--- config.mk ---
export PLATFORM = sky130hd
export DESIGN_NAME = ios_lane
export DESIGN_NICKNAME = d
export VERILOG_FILES = /design/src/rtl/core/ios_pkg.sv /design/src/rtl/core/ios_lane.sv
export SDC_FILE = /design/constraint.sdc
export NUM_CORES = 2
export LEC_CHECK = 0
export BUFFER_PORTS_ARGS = -buffer_cell sky130_fd_sc_hd__buf_2
export CORE_MARGIN = 8
export CORE_UTILIZATION = 70
export CTS_BUF_LIST = sky130_fd_sc_hd__clkbuf_4 sky130_fd_sc_hd__clkbuf_8
export DETAILED_ROUTE_END_ITERATION = 8
export HOLD_SLACK_MARGIN = 0.15
export PLACE_DENSITY_LB_ADDON = 0.15
export SLEW_MARGIN = 15
export SYNTH_ARGS = -nofsm -noshare
export SYNTH_HDL_FRONTEND = slang
export SYNTH_SLANG_ARGS = --single-unit
export TNS_END_PERCENT = 1
--- constraint.sdc ---
create_clock -name clk -period 19.8 [get_ports clk]
set_input_delay 1.98 -clock clk [delete_from_list [all_inputs] [get_ports clk]]
set_output_delay 1.98 -clock clk [all_outputs]
set_load 0.05 [all_outputs]
--- src/rtl/core/ios_pkg.sv ---
// ---------------------------------------------------------------------------
// ios_pkg
// Shared types, constants and helpers for the IMU orientation/scale block.
// ---------------------------------------------------------------------------
package ios_pkg;

  localparam int RAW_W    = 16;
  localparam int MAG_W    = 17;   // |v| up to 45179 (temperature) or 32768
  localparam int NUM_W    = 13;   // largest multiplier 981 * 8
  localparam int BIAS_W   = 12;
  localparam int SHIFT_W  = 4;
  localparam int PROD_W   = MAG_W + NUM_W;
  localparam int U_W      = 22;   // rounded dividend before the constant divide
  localparam int RECIP_W  = 20;
  localparam int DIV_W    = 8;
  localparam int Q_W      = 18;
  localparam int RES_W    = Q_W + 1;
  localparam int ACC_W    = 17;
  localparam int GYRO_W   = 16;
  localparam int TEMP_W   = 17;

  localparam int RECIP_SHIFT = 24;

  // lane numbering
  localparam int NUM_LANES = 7;
  localparam int LANE_AX   = 0;
  localparam int LANE_AY   = 1;
  localparam int LANE_AZ   = 2;
  localparam int LANE_GX   = 3;
  localparam int LANE_GY   = 4;
  localparam int LANE_GZ   = 5;
  localparam int LANE_TEMP = 6;

  // configuration register indexes
  localparam int CFG_IDX_W = 2;
  localparam int CFG_DATA_W = 3;
  localparam logic [CFG_IDX_W-1:0] CFG_IDX_MOUNT = 2'd0;
  localparam logic [CFG_IDX_W-1:0] CFG_IDX_GYRO  = 2'd1;
  localparam logic [CFG_IDX_W-1:0] CFG_IDX_ACCEL = 2'd2;

  localparam logic [2:0] MOUNT_RST = 3'd0;
  localparam logic [1:0] GYRO_RST  = 2'd1;
  localparam logic [1:0] ACCEL_RST = 2'd2;

  // accel: round(v * 981 * 2^sel / 6400) = floor(floor((x + 3200) / 256) / 25)
  localparam logic [NUM_W-1:0]   ACC_GRAV      = 13'd981;
  localparam logic [BIAS_W-1:0]  ACC_BIAS      = 12'd3200;
  localparam logic [SHIFT_W-1:0] ACC_PRE_SHIFT = 4'd8;
  localparam logic [DIV_W-1:0]   ACC_DIV       = 8'd25;
  localparam logic [RECIP_W-1:0] ACC_RECIP     = 20'd671088;   // floor(2^24 / 25)

  // gyro per range: 16/131, 32/131, 20/41, 40/41
  localparam logic [NUM_W-1:0]   GYRO_NUM   [4] = '{13'd16, 13'd32, 13'd20, 13'd40};
  localparam logic [BIAS_W-1:0]  GYRO_BIAS  [4] = '{12'd65, 12'd65, 12'd20, 12'd20};
  localparam logic [DIV_W-1:0]   GYRO_DIV   [4] = '{8'd131, 8'd131, 8'd41, 8'd41};
  localparam logic [RECIP_W-1:0] GYRO_RECIP [4] =
    '{20'd128070, 20'd128070, 20'd409200, 20'd409200};

  // temperature: round((raw + 12412) * 64 / 85)
  localparam logic signed [MAG_W-1:0] TEMP_OFFSET = 17'sd12412;
  localparam logic [NUM_W-1:0]   TEMP_NUM   = 13'd64;
  localparam logic [BIAS_W-1:0]  TEMP_BIAS  = 12'd42;
  localparam logic [DIV_W-1:0]   TEMP_DIV   = 8'd85;
  localparam logic [RECIP_W-1:0] TEMP_RECIP = 20'd197379;      // floor(2^24 / 85)

  localparam logic [SHIFT_W-1:0] NO_SHIFT = 4'd0;

  typedef struct packed {
    logic x_from_y;
    logic neg_x;
    logic neg_y;
    logic neg_z;
  } remap_t;

  localparam remap_t REMAP_TAB [8] = '{
    '{1'b1, 1'b0, 1'b0, 1'b1}, '{1'b0, 1'b0, 1'b1, 1'b1},
    '{1'b1, 1'b1, 1'b1, 1'b1}, '{1'b0, 1'b1, 1'b0, 1'b1},
    '{1'b1, 1'b0, 1'b1, 1'b0}, '{1'b0, 1'b1, 1'b0, 1'b0},
    '{1'b1, 1'b1, 1'b0, 1'b0}, '{1'b0, 1'b0, 1'b1, 1'b0}
  };

  typedef struct packed {
    logic             sign;
    logic [MAG_W-1:0] mag;
  } lane_in_t;

  typedef struct packed {
    logic [NUM_W-1:0]   num;
    logic [BIAS_W-1:0]  bias;
    logic [SHIFT_W-1:0] pre_shift;
    logic [DIV_W-1:0]   div;
    logic [RECIP_W-1:0] recip;
  } lane_coef_t;

  function automatic lane_in_t to_sign_mag(logic signed [MAG_W-1:0] v);
    lane_in_t r;
    r.sign = v[MAG_W-1];
    r.mag  = v[MAG_W-1] ? MAG_W'(-v) : MAG_W'(v);
    return r;
  endfunction

endpackage

--- src/rtl/core/ios_lane.sv ---
// ---------------------------------------------------------------------------
// ios_lane
// One scaling lane: round(mag * num / den) by multiply, bias, shift, then a
// reciprocal divide with one correction step. Sign is reapplied at the end.
// ---------------------------------------------------------------------------
module ios_lane (
  input  logic                                clk,
  input  logic                                en,
  input  ios_pkg::lane_in_t                   lane_in,
  input  ios_pkg::lane_coef_t                 coef,
  output logic signed [ios_pkg::RES_W-1:0]    result
);
  import ios_pkg::*;

  localparam int QD_W = Q_W + DIV_W;

  logic [PROD_W-1:0]          prod;
  logic [PROD_W-1:0]          biased;
  logic [U_W-1:0]             u_nxt;
  logic [U_W-1:0]             u_a_r;
  logic                       sign_a_r;
  logic [U_W+RECIP_W-1:0]     recip_prod;
  logic [Q_W-1:0]             q0_nxt;
  logic [Q_W-1:0]             q0_b_r;
  logic [U_W-1:0]             u_b_r;
  logic                       sign_b_r;
  logic [QD_W-1:0]            qd;
  logic [QD_W-1:0]            rem;
  logic [Q_W-1:0]             q;
  logic signed [RES_W-1:0]    q_s;

  // stage A: scale and add the rounding bias
  always_comb begin
    prod   = PROD_W'(lane_in.mag) * PROD_W'(coef.num);
    biased = prod + PROD_W'(coef.bias);
    u_nxt  = U_W'(biased >> coef.pre_shift);
  end

  always_ff @(posedge clk) begin
    if (en) begin
      u_a_r    <= u_nxt;
      sign_a_r <= lane_in.sign;
    end
  end

  // stage B: quotient estimate, low by at most one
  always_comb begin
    recip_prod = (U_W+RECIP_W)'(u_a_r) * (U_W+RECIP_W)'(coef.recip);
    q0_nxt     = Q_W'(recip_prod >> RECIP_SHIFT);
  end

  always_ff @(posedge clk) begin
    if (en) begin
      q0_b_r   <= q0_nxt;
      u_b_r    <= u_a_r;
      sign_b_r <= sign_a_r;
    end
  end

  // correction and sign; registered by the merge stage
  always_comb begin
    qd     = QD_W'(q0_b_r) * QD_W'(coef.div);
    rem    = QD_W'(u_b_r) - qd;
    q      = q0_b_r + Q_W'(rem >= QD_W'(coef.div));
    q_s    = signed'({1'b0, q});
    result = sign_b_r ? -q_s : q_s;
  end

endmodule

[Word-level counts from Yosys, hierarchy flattened]
Index checks and enable logic that the tools add are counted.
Operators by class
  order comparisons: 1
  multipliers: 3
  shifts and indexed selects: 1
  add/subtract/negate cells: 4
  multiplexer cells: 1
Operators with widths (number)
  22-bit by 20-bit multiplier with 42-bit output: 1
  30-bit by 12-bit adder with 30-bit output: 1
  17-bit by 13-bit multiplier with 30-bit output: 1
  30-bit by 4-bit >> shifter with 22-bit output: 1
  26-bit by 8-bit greater-or-equal comparator with 1-bit output: 1
  18-bit by 8-bit multiplier with 26-bit output: 1
  22-bit by 26-bit subtractor with 26-bit output: 1
  19-bit 2-to-1 mux: 1
  18-bit negation with 19-bit output: 1
  18-bit by 1-bit adder with 18-bit output: 1
Storage, ports and cells
  logic and storage cells: 15
  bits in registers: 64
  output and inout bits: 19
  input bits: 77

[Longest topological paths before layout]
  depth after elaboration: 6
  depth in mapped cells: 36
  depth with buffers taken out: 33

[Worst setup path after synthesis]
Ideal clock, no wire load.
  path kind: in2out
  start point: input port coef[20] (netlist name)
  end point: output port result[15] (netlist name)
  arrival: 9.494 ns
  path buffers: 2
  path slack: 8.326 ns
  stages: 33
  data required time: 17.820 ns
  cells stage by stage: clkbuf_1 > and2_1 > fa_1 > fa_1 > ha_1 > inv_1 > fa_1 > ha_1 > a21o_1 > a31o_2 > o21ai_0 > nand2_1 > xor2_1 > ha_1 > a2111oi_0 > o2111ai_1 > a211o_1 > nor4_1 > o2111ai_1 > a311o_1 > nor4_1 > nand4_1 > ha_1 > ha_1 > clkbuf_1 > xor2_1 > or3_1 > nor2_1 > nand3_1 > nand2b_1 > mux2i_1 > a22oi_1 > xnor2_1
Between the ends
  word-level cells in the longest chain between the ends: 6
RTL lines
  from (decl): RTL line ios_lane.sv:10  | input ios_pkg::lane_coef_t coef,
  18-bit by 8-bit multiplier with 26-bit output: RTL line ios_lane.sv:62  | qd = QD_W'(q0_b_r) * QD_W'(coef.div);
  22-bit by 26-bit subtractor with 26-bit output: RTL line ios_lane.sv:63  | rem = QD_W'(u_b_r) - qd;
  26-bit by 8-bit greater-or-equal comparator with 1-bit output *: RTL line ios_lane.sv:64  | q = q0_b_r + Q_W'(rem >= QD_W'(coef.div));
  18-bit by 1-bit adder with 18-bit output *: RTL line ios_lane.sv:64
  18-bit negation with 19-bit output: RTL line ios_lane.sv:66  | result = sign_b_r ? -q_s : q_s;
  19-bit 2-to-1 mux *: RTL line ios_lane.sv:66
  to (decl): RTL line ios_lane.sv:11  | output logic signed [ios_pkg::RES_W-1:0] result
Mark *: on every way between the ends. The rest lies on a longest branch, timed or not.

[Worst setup path in the final report]
Ends and elaborated chain as after synthesis.

==> impl_metrics.env <==
export IMPL_synth_area_mm2=0.03148
export IMPL_synth_edf_count=64
export IMPL_cts_setup_buffers=0
export IMPL_design_area_mm2=0.03228
export IMPL_area_growth_syn_to_layout_pct=2.544
export IMPL_ys_types=78
export IMPL_finalCriticalPeriod_ns=12.55
export IMPL_rsz0062_at_grt="false"
export IMPL_multi_input_area_mm2=0.02598
export IMPL_grt_pass1_vias=26638
export IMPL_wl_per_cell_um=19.14
export IMPL_grtUsageTotal=0.3048
export IMPL_vias=24148
export IMPL_io_pins=96
export IMPL_ff_latch_area_mm2=0.001922
export IMPL_htree_levels=3
export IMPL_final_util=0.7284
export IMPL_placed_area_mm2=0.03205
export IMPL_grt_max_degree=65
export IMPL_antenna_found_initial=3
export IMPL_fin_setup_tns_ns=0
export IMPL_ant_nets=0
export IMPL_clock_skew_final_ns=0.01147
export IMPL_gr_usage_met1=0.3968
export IMPL_top_usage_layer="met2"
export IMPL_layout_commonest_cell="inv_1"
export IMPL_synth_area_per_cell_um2=8.979
export IMPL_vias_per_cell=5.965
export IMPL_max_freq_ghz=0.07968
export IMPL_layout_common_cells="inv_1 (742), fa_1 (643), nand2_1 (449)"
export IMPL_fp_dieArea_mm2=0.05201
export IMPL_clk_latency_ns=0.34
export IMPL_clkTransAtPathRegs_ns=0.08
export IMPL_grt_ovfl_total=0
export IMPL_place_detailed_hpwl_um=62000
export IMPL_hold_path_class="register to register"
export IMPL_grt_pass1_wl_um=131500
export IMPL_ys_flop_type="edfxtp_1"
export IMPL_drtIter0Drc=1781
export IMPL_cp_slowest_cell="a2111oi_0"
export IMPL_cap_violations=0
export IMPL_drc_errors=0
export IMPL_fillCellCount=3340
export IMPL_die_h_um=228.1
export IMPL_synth_seq_cells=64
export IMPL_crit_path_frequent_cell="ha_1"
export IMPL_die_width_um=228.1
export IMPL_cp_max_fo=19
export IMPL_status="finished clean"
export IMPL_grt_use_met3=0.04877
export IMPL_hold_buffers=0
export IMPL_core_mm2=0.04432
export IMPL_final_layout_size_suffix_gt1_frac=0.04692
export IMPL_async_flop_share=0
export IMPL_synth_nets=4539
export IMPL_dr_pass1_iters=8
export IMPL_critPathRequiredTime_ns=17.82
export IMPL_maxSlewHeadroom=0.2641
export IMPL_rows=77
export IMPL_post_place_ws_ns=7.495
export IMPL_worst_pin_slew_ns=1.104
export IMPL_postLayoutSetupSlackWorst_ns=7.249
export IMPL_start_util=0.7103
export IMPL_ctsResizeCount=0
export IMPL_hold_violations=0
export IMPL_cts_tree="built"
export IMPL_period_share=0.6339
export IMPL_cp_start_kind="primary input"
export IMPL_syn_inst=3506
export IMPL_clockBufferDepth=2
export IMPL_routed_wl_um=77500
export IMPL_yosys_warnings=0
export IMPL_cts_made_buffers=9
export IMPL_place_congestion=0.9441
export IMPL_grtUsageMet2=0.5130
export IMPL_clock_sinks=64
export IMPL_arrival_ns=10.57
export IMPL_ys_seq_area_frac=0.06105
export IMPL_num_nets_final=4481
export IMPL_crit_type="primary input to output port"
export IMPL_root_buffer="clkbuf_8"
export IMPL_finalSetupViolCount=0
export IMPL_max_stage_delay_ns=0.53
export IMPL_slew_viol_final=0
export IMPL_cp_end_kind="output port"
export IMPL_port_buffers=95
[registers in the layout, indices dropped and copies added, names as in the netlist]
signal    count
sign_b_r      1
sign_a_r      1
u_b_r        22
u_a_r        22
q0_b_r       18
[kinds of logic (layout without fill, tap and decap cells)]
kind of cell,count (synthesis),in the layout,synth area share
XOR/XNOR,102,102,0.02838
other,0,3,0
AND/OR/NAND/NOR,1084,1084,0.1728
AO/OA/AOI/OAI,333,333,0.07234
flip-flops,64,64,0.06105
multiplexers,43,43,0.01852
adder cells (fa/ha/maj),956,956,0.5333
buffers and inverters,924,871,0.1136
[cell usage after synthesis (all sizes together) (4+ instances only)]
| library cell | count | area, um2 |
|---|---|---|
| a41oi | 5 | 43.79 |
| xor2 | 38 | 332.8 |
| a211o | 6 | 52.55 |
| and2 | 434 | 2715 |
| clkbuf | 168 | 701.9 |
| a211oi | 19 | 147.6 |
| or2 | 4 | 25.02 |
| o21a | 14 | 105.1 |
| a31oi | 13 | 81.33 |
| inv | 743 | 2789 |
| nand2b | 9 | 56.30 |
| nor3 | 21 | 105.1 |
| a21oi | 82 | 421.7 |
| and3 | 9 | 56.30 |
| a31o | 4 | 35.03 |
| and4 | 5 | 43.79 |
| or3 | 6 | 37.54 |
| o31ai | 9 | 67.56 |
| nor2b | 15 | 93.84 |
| o21bai | 9 | 67.56 |
| ha | 313 | 3916 |
| nor2 | 73 | 274.0 |
| mux4 | 12 | 270.3 |
| buf | 12 | 67.56 |
| o211ai | 15 | 112.6 |
| o21ai | 61 | 309.0 |
| a21boi | 5 | 41.29 |
| nor4 | 8 | 50.05 |
| nand4 | 20 | 125.1 |
| a22oi | 5 | 37.54 |
| edfxtp | 64 | 1922 |
| mux2i | 29 | 290.3 |
| nand2 | 449 | 1685 |
| a2111oi | 6 | 71.32 |
| nand3 | 25 | 125.1 |
| o2111ai | 5 | 43.79 |
| fa | 643 | 12870 |
| xnor2 | 64 | 560.5 |
| o22ai | 7 | 43.79 |
| a21o | 34 | 255.2 |
[critical path, delay by kind of cell]
kind	cells	cell delay, ns
adder cells (fa/ha/maj)	8	2.82
multiplexers	1	0.13
AO/OA/AOI/OAI	9	2.53
XOR/XNOR	3	0.50
AND/OR/NAND/NOR	9	1.94
buffers and inverters	3	0.65
[final cells by class]
class	count	area share
diodes	3	0.0002326
clock buffers	9	0.003837
clock inverters	7	0.003178
inverters	744	0.08694
multi-input cells	2518	0.8049
flip-flops and latches	64	0.05953
well taps	592	0.02295
repair buffers	111	0.01845
[per-layer routing]
layer / up-vias / routed length (um)
li1: 10626 / -
met1: 12169 / 30730
met2: 1135 / 37650
met3: 218 / 5976
met4: 0 / 3130
met5: - / 0
[stage by stage]
stage | std cells | hold WS [ns]
floorplan | 3506 | 0.4003
global placement | 4029 | 0.4174
detailed placement | 4029 | 0.4172
CTS | 4045 | 0.4332
global route | 4048 | 0.4447
finish | 4048 | 0.4284
[final timing paths]
check                      from                   to  slack, ns  cells past startpoint
max                    coef[20]           result[15]       7.25                     33
min          sign_a_r$_DFFE_PP_   sign_b_r$_DFFE_PP_       0.43                      0
max reg2reg  u_a_r[9]$_DFFE_PP_  q0_b_r[8]$_DFFE_PP_      12.11                     24
min reg2reg  sign_a_r$_DFFE_PP_   sign_b_r$_DFFE_PP_       0.43                      0
Power is left out: the tool's default activity adds up to more than one toggle a clock period on the data nets, which glitch-free logic cannot reach.
