==> src/rtl/core/ios_pkg.sv <==
// ---------------------------------------------------------------------------
// ios_pkg
// Shared types, constants and helpers for the IMU orientation/scale block.
// ---------------------------------------------------------------------------
package ios_pkg;

  localparam int RAW_W    = 16;
  localparam int MAG_W    = 17;   // |v| up to 45179 (temperature) or 32768
  localparam int NUM_W    = 13;   // largest multiplier 981 * 8
  localparam int BIAS_W   = 12;
  localparam int SHIFT_W  = 4;
  localparam int PROD_W   = MAG_W + NUM_W;
  localparam int U_W      = 22;   // rounded dividend before the constant divide
  localparam int RECIP_W  = 20;
  localparam int DIV_W    = 8;
  localparam int Q_W      = 18;
  localparam int RES_W    = Q_W + 1;
  localparam int ACC_W    = 17;
  localparam int GYRO_W   = 16;
  localparam int TEMP_W   = 17;

  localparam int RECIP_SHIFT = 24;

  // lane numbering
  localparam int NUM_LANES = 7;
  localparam int LANE_AX   = 0;
  localparam int LANE_AY   = 1;
  localparam int LANE_AZ   = 2;
  localparam int LANE_GX   = 3;
  localparam int LANE_GY   = 4;
  localparam int LANE_GZ   = 5;
  localparam int LANE_TEMP = 6;

  // configuration register indexes
  localparam int CFG_IDX_W = 2;
  localparam int CFG_DATA_W = 3;
  localparam logic [CFG_IDX_W-1:0] CFG_IDX_MOUNT = 2'd0;
  localparam logic [CFG_IDX_W-1:0] CFG_IDX_GYRO  = 2'd1;
  localparam logic [CFG_IDX_W-1:0] CFG_IDX_ACCEL = 2'd2;

  localparam logic [2:0] MOUNT_RST = 3'd0;
  localparam logic [1:0] GYRO_RST  = 2'd1;
  localparam logic [1:0] ACCEL_RST = 2'd2;

  // accel: round(v * 981 * 2^sel / 6400) = floor(floor((x + 3200) / 256) / 25)
  localparam logic [NUM_W-1:0]   ACC_GRAV      = 13'd981;
  localparam logic [BIAS_W-1:0]  ACC_BIAS      = 12'd3200;
  localparam logic [SHIFT_W-1:0] ACC_PRE_SHIFT = 4'd8;
  localparam logic [DIV_W-1:0]   ACC_DIV       = 8'd25;
  localparam logic [RECIP_W-1:0] ACC_RECIP     = 20'd671088;   // floor(2^24 / 25)

  // gyro per range: 16/131, 32/131, 20/41, 40/41
  localparam logic [NUM_W-1:0]   GYRO_NUM   [4] = '{13'd16, 13'd32, 13'd20, 13'd40};
  localparam logic [BIAS_W-1:0]  GYRO_BIAS  [4] = '{12'd65, 12'd65, 12'd20, 12'd20};
  localparam logic [DIV_W-1:0]   GYRO_DIV   [4] = '{8'd131, 8'd131, 8'd41, 8'd41};
  localparam logic [RECIP_W-1:0] GYRO_RECIP [4] =
    '{20'd128070, 20'd128070, 20'd409200, 20'd409200};

  // temperature: round((raw + 12412) * 64 / 85)
  localparam logic signed [MAG_W-1:0] TEMP_OFFSET = 17'sd12412;
  localparam logic [NUM_W-1:0]   TEMP_NUM   = 13'd64;
  localparam logic [BIAS_W-1:0]  TEMP_BIAS  = 12'd42;
  localparam logic [DIV_W-1:0]   TEMP_DIV   = 8'd85;
  localparam logic [RECIP_W-1:0] TEMP_RECIP = 20'd197379;      // floor(2^24 / 85)

  localparam logic [SHIFT_W-1:0] NO_SHIFT = 4'd0;

  typedef struct packed {
    logic x_from_y;
    logic neg_x;
    logic neg_y;
    logic neg_z;
  } remap_t;

  localparam remap_t REMAP_TAB [8] = '{
    '{1'b1, 1'b0, 1'b0, 1'b1}, '{1'b0, 1'b0, 1'b1, 1'b1},
    '{1'b1, 1'b1, 1'b1, 1'b1}, '{1'b0, 1'b1, 1'b0, 1'b1},
    '{1'b1, 1'b0, 1'b1, 1'b0}, '{1'b0, 1'b1, 1'b0, 1'b0},
    '{1'b1, 1'b1, 1'b0, 1'b0}, '{1'b0, 1'b0, 1'b1, 1'b0}
  };

  typedef struct packed {
    logic             sign;
    logic [MAG_W-1:0] mag;
  } lane_in_t;

  typedef struct packed {
    logic [NUM_W-1:0]   num;
    logic [BIAS_W-1:0]  bias;
    logic [SHIFT_W-1:0] pre_shift;
    logic [DIV_W-1:0]   div;
    logic [RECIP_W-1:0] recip;
  } lane_coef_t;

  function automatic lane_in_t to_sign_mag(logic signed [MAG_W-1:0] v);
    lane_in_t r;
    r.sign = v[MAG_W-1];
    r.mag  = v[MAG_W-1] ? MAG_W'(-v) : MAG_W'(v);
    return r;
  endfunction

endpackage

==> src/rtl/core/ios_front.sv <==
// ---------------------------------------------------------------------------
// ios_front
// Axis remap per mounting orientation, temperature offset, and split of every
// word into sign and magnitude for the lanes. One register stage.
// ---------------------------------------------------------------------------
module ios_front (
  input  logic                         clk,
  input  logic                         en,
  input  logic [2:0]                   mount,
  input  logic signed [ios_pkg::RAW_W-1:0] accel_x_raw,
  input  logic signed [ios_pkg::RAW_W-1:0] accel_y_raw,
  input  logic signed [ios_pkg::RAW_W-1:0] accel_z_raw,
  input  logic signed [ios_pkg::RAW_W-1:0] temp_raw,
  input  logic signed [ios_pkg::RAW_W-1:0] gyro_x_raw,
  input  logic signed [ios_pkg::RAW_W-1:0] gyro_y_raw,
  input  logic signed [ios_pkg::RAW_W-1:0] gyro_z_raw,
  output ios_pkg::lane_in_t            lane_in [ios_pkg::NUM_LANES]
);
  import ios_pkg::*;

  remap_t   rm;
  lane_in_t lane_nxt [NUM_LANES];
  lane_in_t lane_r   [NUM_LANES];
  logic signed [MAG_W-1:0] sx [2];
  logic signed [MAG_W-1:0] sy [2];
  logic signed [MAG_W-1:0] sz [2];
  logic signed [MAG_W-1:0] bx [2];
  logic signed [MAG_W-1:0] by [2];
  logic signed [MAG_W-1:0] bz [2];
  logic signed [MAG_W-1:0] temp_w;

  assign rm = REMAP_TAB[mount];

  always_comb begin
    // group 0 accel, group 1 gyro; 17 bits so that -(-32768) does not wrap
    sx[0] = MAG_W'(accel_x_raw);
    sy[0] = MAG_W'(accel_y_raw);
    sz[0] = MAG_W'(accel_z_raw);
    sx[1] = MAG_W'(gyro_x_raw);
    sy[1] = MAG_W'(gyro_y_raw);
    sz[1] = MAG_W'(gyro_z_raw);
    for (int g = 0; g < 2; g++) begin
      bx[g] = rm.x_from_y ? sy[g] : sx[g];
      by[g] = rm.x_from_y ? sx[g] : sy[g];
      bz[g] = sz[g];
      if (rm.neg_x) bx[g] = -bx[g];
      if (rm.neg_y) by[g] = -by[g];
      if (rm.neg_z) bz[g] = -bz[g];
    end
    temp_w = MAG_W'(temp_raw) + TEMP_OFFSET;

    lane_nxt[LANE_AX]   = to_sign_mag(bx[0]);
    lane_nxt[LANE_AY]   = to_sign_mag(by[0]);
    lane_nxt[LANE_AZ]   = to_sign_mag(bz[0]);
    lane_nxt[LANE_GX]   = to_sign_mag(bx[1]);
    lane_nxt[LANE_GY]   = to_sign_mag(by[1]);
    lane_nxt[LANE_GZ]   = to_sign_mag(bz[1]);
    lane_nxt[LANE_TEMP] = to_sign_mag(temp_w);
  end

  always_ff @(posedge clk) begin
    if (en) begin
      lane_r <= lane_nxt;
    end
  end

  assign lane_in = lane_r;

endmodule

==> config.mk <==
export PLATFORM = sky130hd
export DESIGN_NAME = ios_front
export DESIGN_NICKNAME = d
export VERILOG_FILES = /design/src/rtl/core/ios_pkg.sv /design/src/rtl/core/ios_front.sv
export SDC_FILE = /design/constraint.sdc
export NUM_CORES = 1
export LEC_CHECK = 0
export BUFFER_PORTS_ARGS = -buffer_cell sky130_fd_sc_hd__buf_4
export CAP_MARGIN = 15
export CORE_UTILIZATION = 50
export DETAILED_ROUTE_END_ITERATION = 10
export GPL_TIMING_DRIVEN = 0
export PLACE_DENSITY = 0.75
export REMOVE_ABC_BUFFERS = 1
export SLEW_MARGIN = 20
export SYNTH_ARGS = -nofsm -noshare
export SYNTH_HDL_FRONTEND = slang
export SYNTH_SLANG_ARGS = --single-unit
==> constraint.sdc <==
create_clock -name clk -period 3.7 [get_ports clk]
set_clock_uncertainty 0.2 [all_clocks]
set_input_delay 0 -clock clk [delete_from_list [all_inputs] [get_ports clk]]
set_output_delay 0 -clock clk [all_outputs]
set_load 0.05 [all_outputs]
# Word-level counts from Yosys, hierarchy flattened
# Memories as Yosys holds them, arrays and structs flattened.
# Cells that the tools add are included.
dict set report totals {
  ff_bits 126
  rom_bits 32
  input_bits 117
  output_inout_bits 126
  word_cells 57
  n_memories 1
}
# name words width rd rd_ports_with_merged_regs wr line
set mem_list {}
lappend mem_list {{(no name shown)} 8 4 1 0 0 ios_front.sv:32} ;# assign rm = REMAP_TAB[mount];
dict set report classes {
  add_sub_neg 14
  order_cmp 1
  muxes 19
  bitwise_logic 1
}
# op count
set ops {}
lappend ops {{$neg A17 Y17} 11}
lappend ops {{$mux W17} 10}
lappend ops {{$mux W16} 7}
lappend ops {{$neg A16 Y17} 2}
lappend ops {{$add A16 B15 Y17 const B} 1}
lappend ops {{$mux W4} 2}
lappend ops {{$ge A4 B4 Y1 const B} 1}
lappend ops {{$not A3 Y4} 1}

# Depth between registers and ports, before layout
dict set report depth {
  ltp_word 9
  mapped_depth 19
  depth_no_buf 12
}

# Worst setup path after synthesis
# OpenSTA, ideal clock, no wires.
dict set report synth_path {
  path_type {in2reg}
  startpoint {in mount[0]}
  endpoint {reg lane_r, in the netlist lane_in[51], data pin}
  setup_time_ns 0.263
  t_arrival_ns 3.335
  required_time_ns 3.237
  setup_slack_ns -0.098
  path_stages 18
  path_buffers 9
  path_cell_list {buf_6 buf_12 buf_6 buf_8 buf_8 buf_2 buf_2 buf_2 mux2i_1 ha_1 clkbuf_1 nand4_2 a21oi_2 nor3_1 nor3_1 o211ai_1 o41ai_2 xnor2_1}
}
# element line
set synth_lines {}
lappend synth_lines {{start, declared} ios_front.sv:9} ;# input logic [2:0] mount,
lappend synth_lines {{end signal, assigned} ios_front.sv:63} ;# lane_r <= lane_nxt;
lappend synth_lines {{end, declared} ios_front.sv:23} ;# lane_in_t lane_r [NUM_LANES];

==> results.tsv <==
stage	metric	value	unit
floorplan	Core Rows	51	
setup_path	CP cell instances	buf_8 -> mux2_2 -> inv_1 -> ha_1 -> nand4_2 -> a21oi_2 -> nor3_1 -> nor3_1 -> o211ai_1 -> o41ai_2 -> xnor2_1	
clocking	CTS root buf	clkbuf_16	
final_layout	nets@finish	1519	
power_and_ir_drop	Psw	0.00227	W
timing	Tmin final	3430	ps
power_and_ir_drop	sw frac	0.379	
place	IO Port Bufs	242	
clocking	cts bufs inserted	17	
clocking	CTS sink count	126	
power_and_ir_drop	Seq pwr share	0.321	
timing	hold_ws	12.5	ps
synthesis	Post-synth EDFFs	126	
clocking	H-tree depth	4	
timing	Final Setup Violations	0	
flow_run	max-cap viol count	0	
setup_path	Critical Path Max Stage Delay	570	ps
setup_path	Setup Crit Path Kind	input port to flip-flop	
min_path	Worst Hold Class	input port to flip-flop	
synthesis	Synth warnings	0	
synthesis	Synth area leaders	edfxtp_1, xnor2_1, mux2i_1, xor2_1, nor2_1	
global_routing	global-route wire length before repair	42.7	mm
setup_path	Most common cell on crit path	nor3_1	
synthesis	cell taking the most area after synthesis	edfxtp_1	
global_routing	initial antenna violation count	0	
synthesis	Synth Cell Area	0.0100	mm²
final_layout	P&R area growth vs syn	38.7	%
floorplan	Die Ht	144	µm
timing	Hold Fails Final Rpt	0	
synthesis	Top FF cell, synth	edfxtp_1	
power_and_ir_drop	Cell Int Power	0.00371	W
clocking	CTS tree	built	
timing	Rel. slew slack	0.372	
setup_path	Arr. time, crit path	3400	ps
power_and_ir_drop	Clk pwr share	0.285	
final_layout	post-layout instance area	0.0139	mm²
routing	DRC errors left	0	
timing	final slew viol count	0	
final_layout	footprint of the multi-input gates	0.00590	mm²
final_layout	FILL cells	1427	
setup_path	crit path max fanout	125	
setup_path	Critical Path Slowest Stage Cell	buf_8	
floorplan	starting density of the core	0.512	
setup_path	Worst Path Buf+Inv	2	
final_layout	Register Area	0.00378	mm²
synthesis	gate count of the mapped netlist	1038	
routing	via count	9306	
global_routing	remaining global-route overflow	0	
power_and_ir_drop	leakage	5.51	nW
routing	Final ANT Viol Nets	0	
place	dpl cell area	0.0119	mm²
status	run status	completed	
timing	f_max	292	MHz
final_layout	ANT cells	0	
power_and_ir_drop	Combinational Power Share	0.394	
synthesis	syn_area_per_cell	9.66	µm²
min_path	Worst Min Path Start	gyro_x_raw[1]	
floorplan	I/O pin count	243	
place	Inst Count DP	1504	
setup_path	Worst EP required	3670	ps
synthesis	asr flop ratio synth	0	
floorplan	Core Area	0.0196	mm²
final_layout	share of cells above drive strength 1	0.244	
place	post-detail-place hpwl	18.7	mm
routing	detailed-route wire length per cell	16.7	µm
global_routing	vias in the first global route	8788	
clocking	Clock Path Buffers	2	
power_and_ir_drop	Cell Pwr Density	430	mW/mm²
timing	period utilization	0.926	
power_and_ir_drop	VDD IR max	0.385	mV
place	GPL Wtd Cong	0.861	
clocking	Clock transition at path regs	60	ps
routing	DRT iter0 DRCs	406	
setup_path	Largest delay share family, worst path	compound AO/OA/AOI/OAI gates	
floorplan	die width	144	µm
setup_path	crit path from	mount[0]	
final_layout	max reg flops	126	
global_routing	largest net degree at the start of global routing	126	
timing	RSZ-0062 raised after global routing	false	
synthesis	Synth cell types	92	
routing	WL final	27.9	mm
routing	vias per inst	5.57	
synthesis	#FFs+latches synth	126	
floorplan	die area	0.0206	mm²
synthesis	top cell type's share of synthesized area	0.377	
routing	Initial DRT Pass Iterations	5	
synthesis	register area share after synthesis	0.377	
global_routing	GRT Total Usage	0.265	
timing	Tightest Pin Transition	942	ps
setup_path	critical path startpoint category	input port	
final_layout	Finished Layout Cells	1670	
setup_path	critical path capture point type	flip-flop	
## path summary, 6_finish.rpt
| kind | endpoint | slack, ps | cells past startpoint |
|---|---|---|---|
| worst max-delay path | lane_in[51] | 270 | 11 |
| worst min-delay path | lane_in[55] | 10 | 4 |
## metrics by stage
step,TNS [ps],power (W),utilization,setup WS (ps)
3_5_place_dp,-2940,0.00412,0.610,-247
3_3_place_gp,-15830,0.00409,0.608,-835
2_1_floorplan,0,0.00342,-,989
5_1_grt,0,0.00620,0.710,84.9
4_1_cts,0,0.00597,0.708,159
6_report,0,0.00598,0.710,272
## synthesized netlist by cell type (4+ instances only)
master / instances
o21ai_0: 48
o31ai_1: 10
nor4_1: 11
nand2_1: 74
o31a_1: 4
a41oi_1: 6
o21ai_1: 8
nor2b_1: 11
nand4_1: 5
nor3_1: 55
or3_1: 14
buf_2: 10
xor2_1: 58
nand2b_1: 11
nor4b_2: 4
o21a_1: 10
nor3_2: 6
xnor2_1: 108
ha_1: 10
nand3_1: 14
a31oi_1: 15
a21oi_1: 56
o22ai_1: 6
and2_1: 10
buf_6: 5
inv_1: 29
o21bai_1: 4
mux2_2: 16
clkbuf_1: 22
mux2i_1: 56
nor2_1: 92
nor3b_1: 13
o211ai_1: 6
edfxtp_1: 126
and3_1: 9
## metal layers
metal | global-route usage | routed length [µm] | vias up
met1 | 0.319 | 11700 | 4351
met3 | 0.0513 | 1720 | 80
met5 | 0 | 0 | -
met4 | 0.118 | 914 | 0
li1 | - | - | 4530
met2 | 0.458 | 13600 | 345
## logic make-up after synthesis
logic type               Yosys count  share of synthesized area
adder cells (fa/ha/maj)           10                     0.0125
XOR/XNOR                         170                      0.152
AND/OR/NAND/NOR                  356                      0.189
flip-flops                       126                      0.377
other                              1                   0.000374
multiplexers                      72                     0.0738
buffers and inverters             79                     0.0410
AO/OA/AOI/OAI                    224                      0.154
## layout by cell type, fill, tap and decap left out, types with 9 or more instances in the layout
cell | synthesis | layout
a21oi_1 | 56 | 56
a31oi_1 | 15 | 14
and2_1 | 10 | 10
and3_1 | 9 | 9
buf_4 | 3 | 240
clkbuf_16 | 0 | 17
dlygate4sd3_1 | 0 | 134
edfxtp_1 | 126 | 126
ha_1 | 10 | 10
inv_1 | 29 | 29
mux2_2 | 16 | 16
mux2i_1 | 56 | 56
nand2_1 | 74 | 74
nand2b_1 | 11 | 11
nand3_1 | 14 | 14
nor2_1 | 92 | 92
nor2b_1 | 11 | 9
nor3_1 | 55 | 55
nor3b_1 | 13 | 13
nor4_1 | 11 | 11
o21a_1 | 10 | 10
o21ai_0 | 48 | 48
o31ai_1 | 10 | 10
or3_1 | 14 | 14
xnor2_1 | 108 | 108
xor2_1 | 58 | 58
## area by class of cell
class	count	share of cell area
Clock buffer	17	0.0306
Inverter	31	0.00836
Timing Repair Buffer	377	0.230
Clock inverter	15	0.0116
Sequential cell	126	0.272
Multi-Input combinational cell	839	0.424
Tap cell	265	0.0238
## power groups by stage
stage | registers (W) | clock network, W | logic [W]
2_1_floorplan | 0.00269 | 0 | 0.000730
3_3_place_gp | 0.00194 | 0 | 0.00215
3_5_place_dp | 0.00194 | 0 | 0.00218
4_1_cts | 0.00192 | 0.00172 | 0.00233
5_1_grt | 0.00194 | 0.00177 | 0.00249
6_report | 0.00192 | 0.00171 | 0.00236
## repair_timing
item	CTS	global route
hold endpoints to repair	145	0
setup endpoints to repair	0	17
hold buffers	134	0
setup buffers	0	0
resized for setup	0	5
No activity file was read; power rests on OpenSTA's default activity.
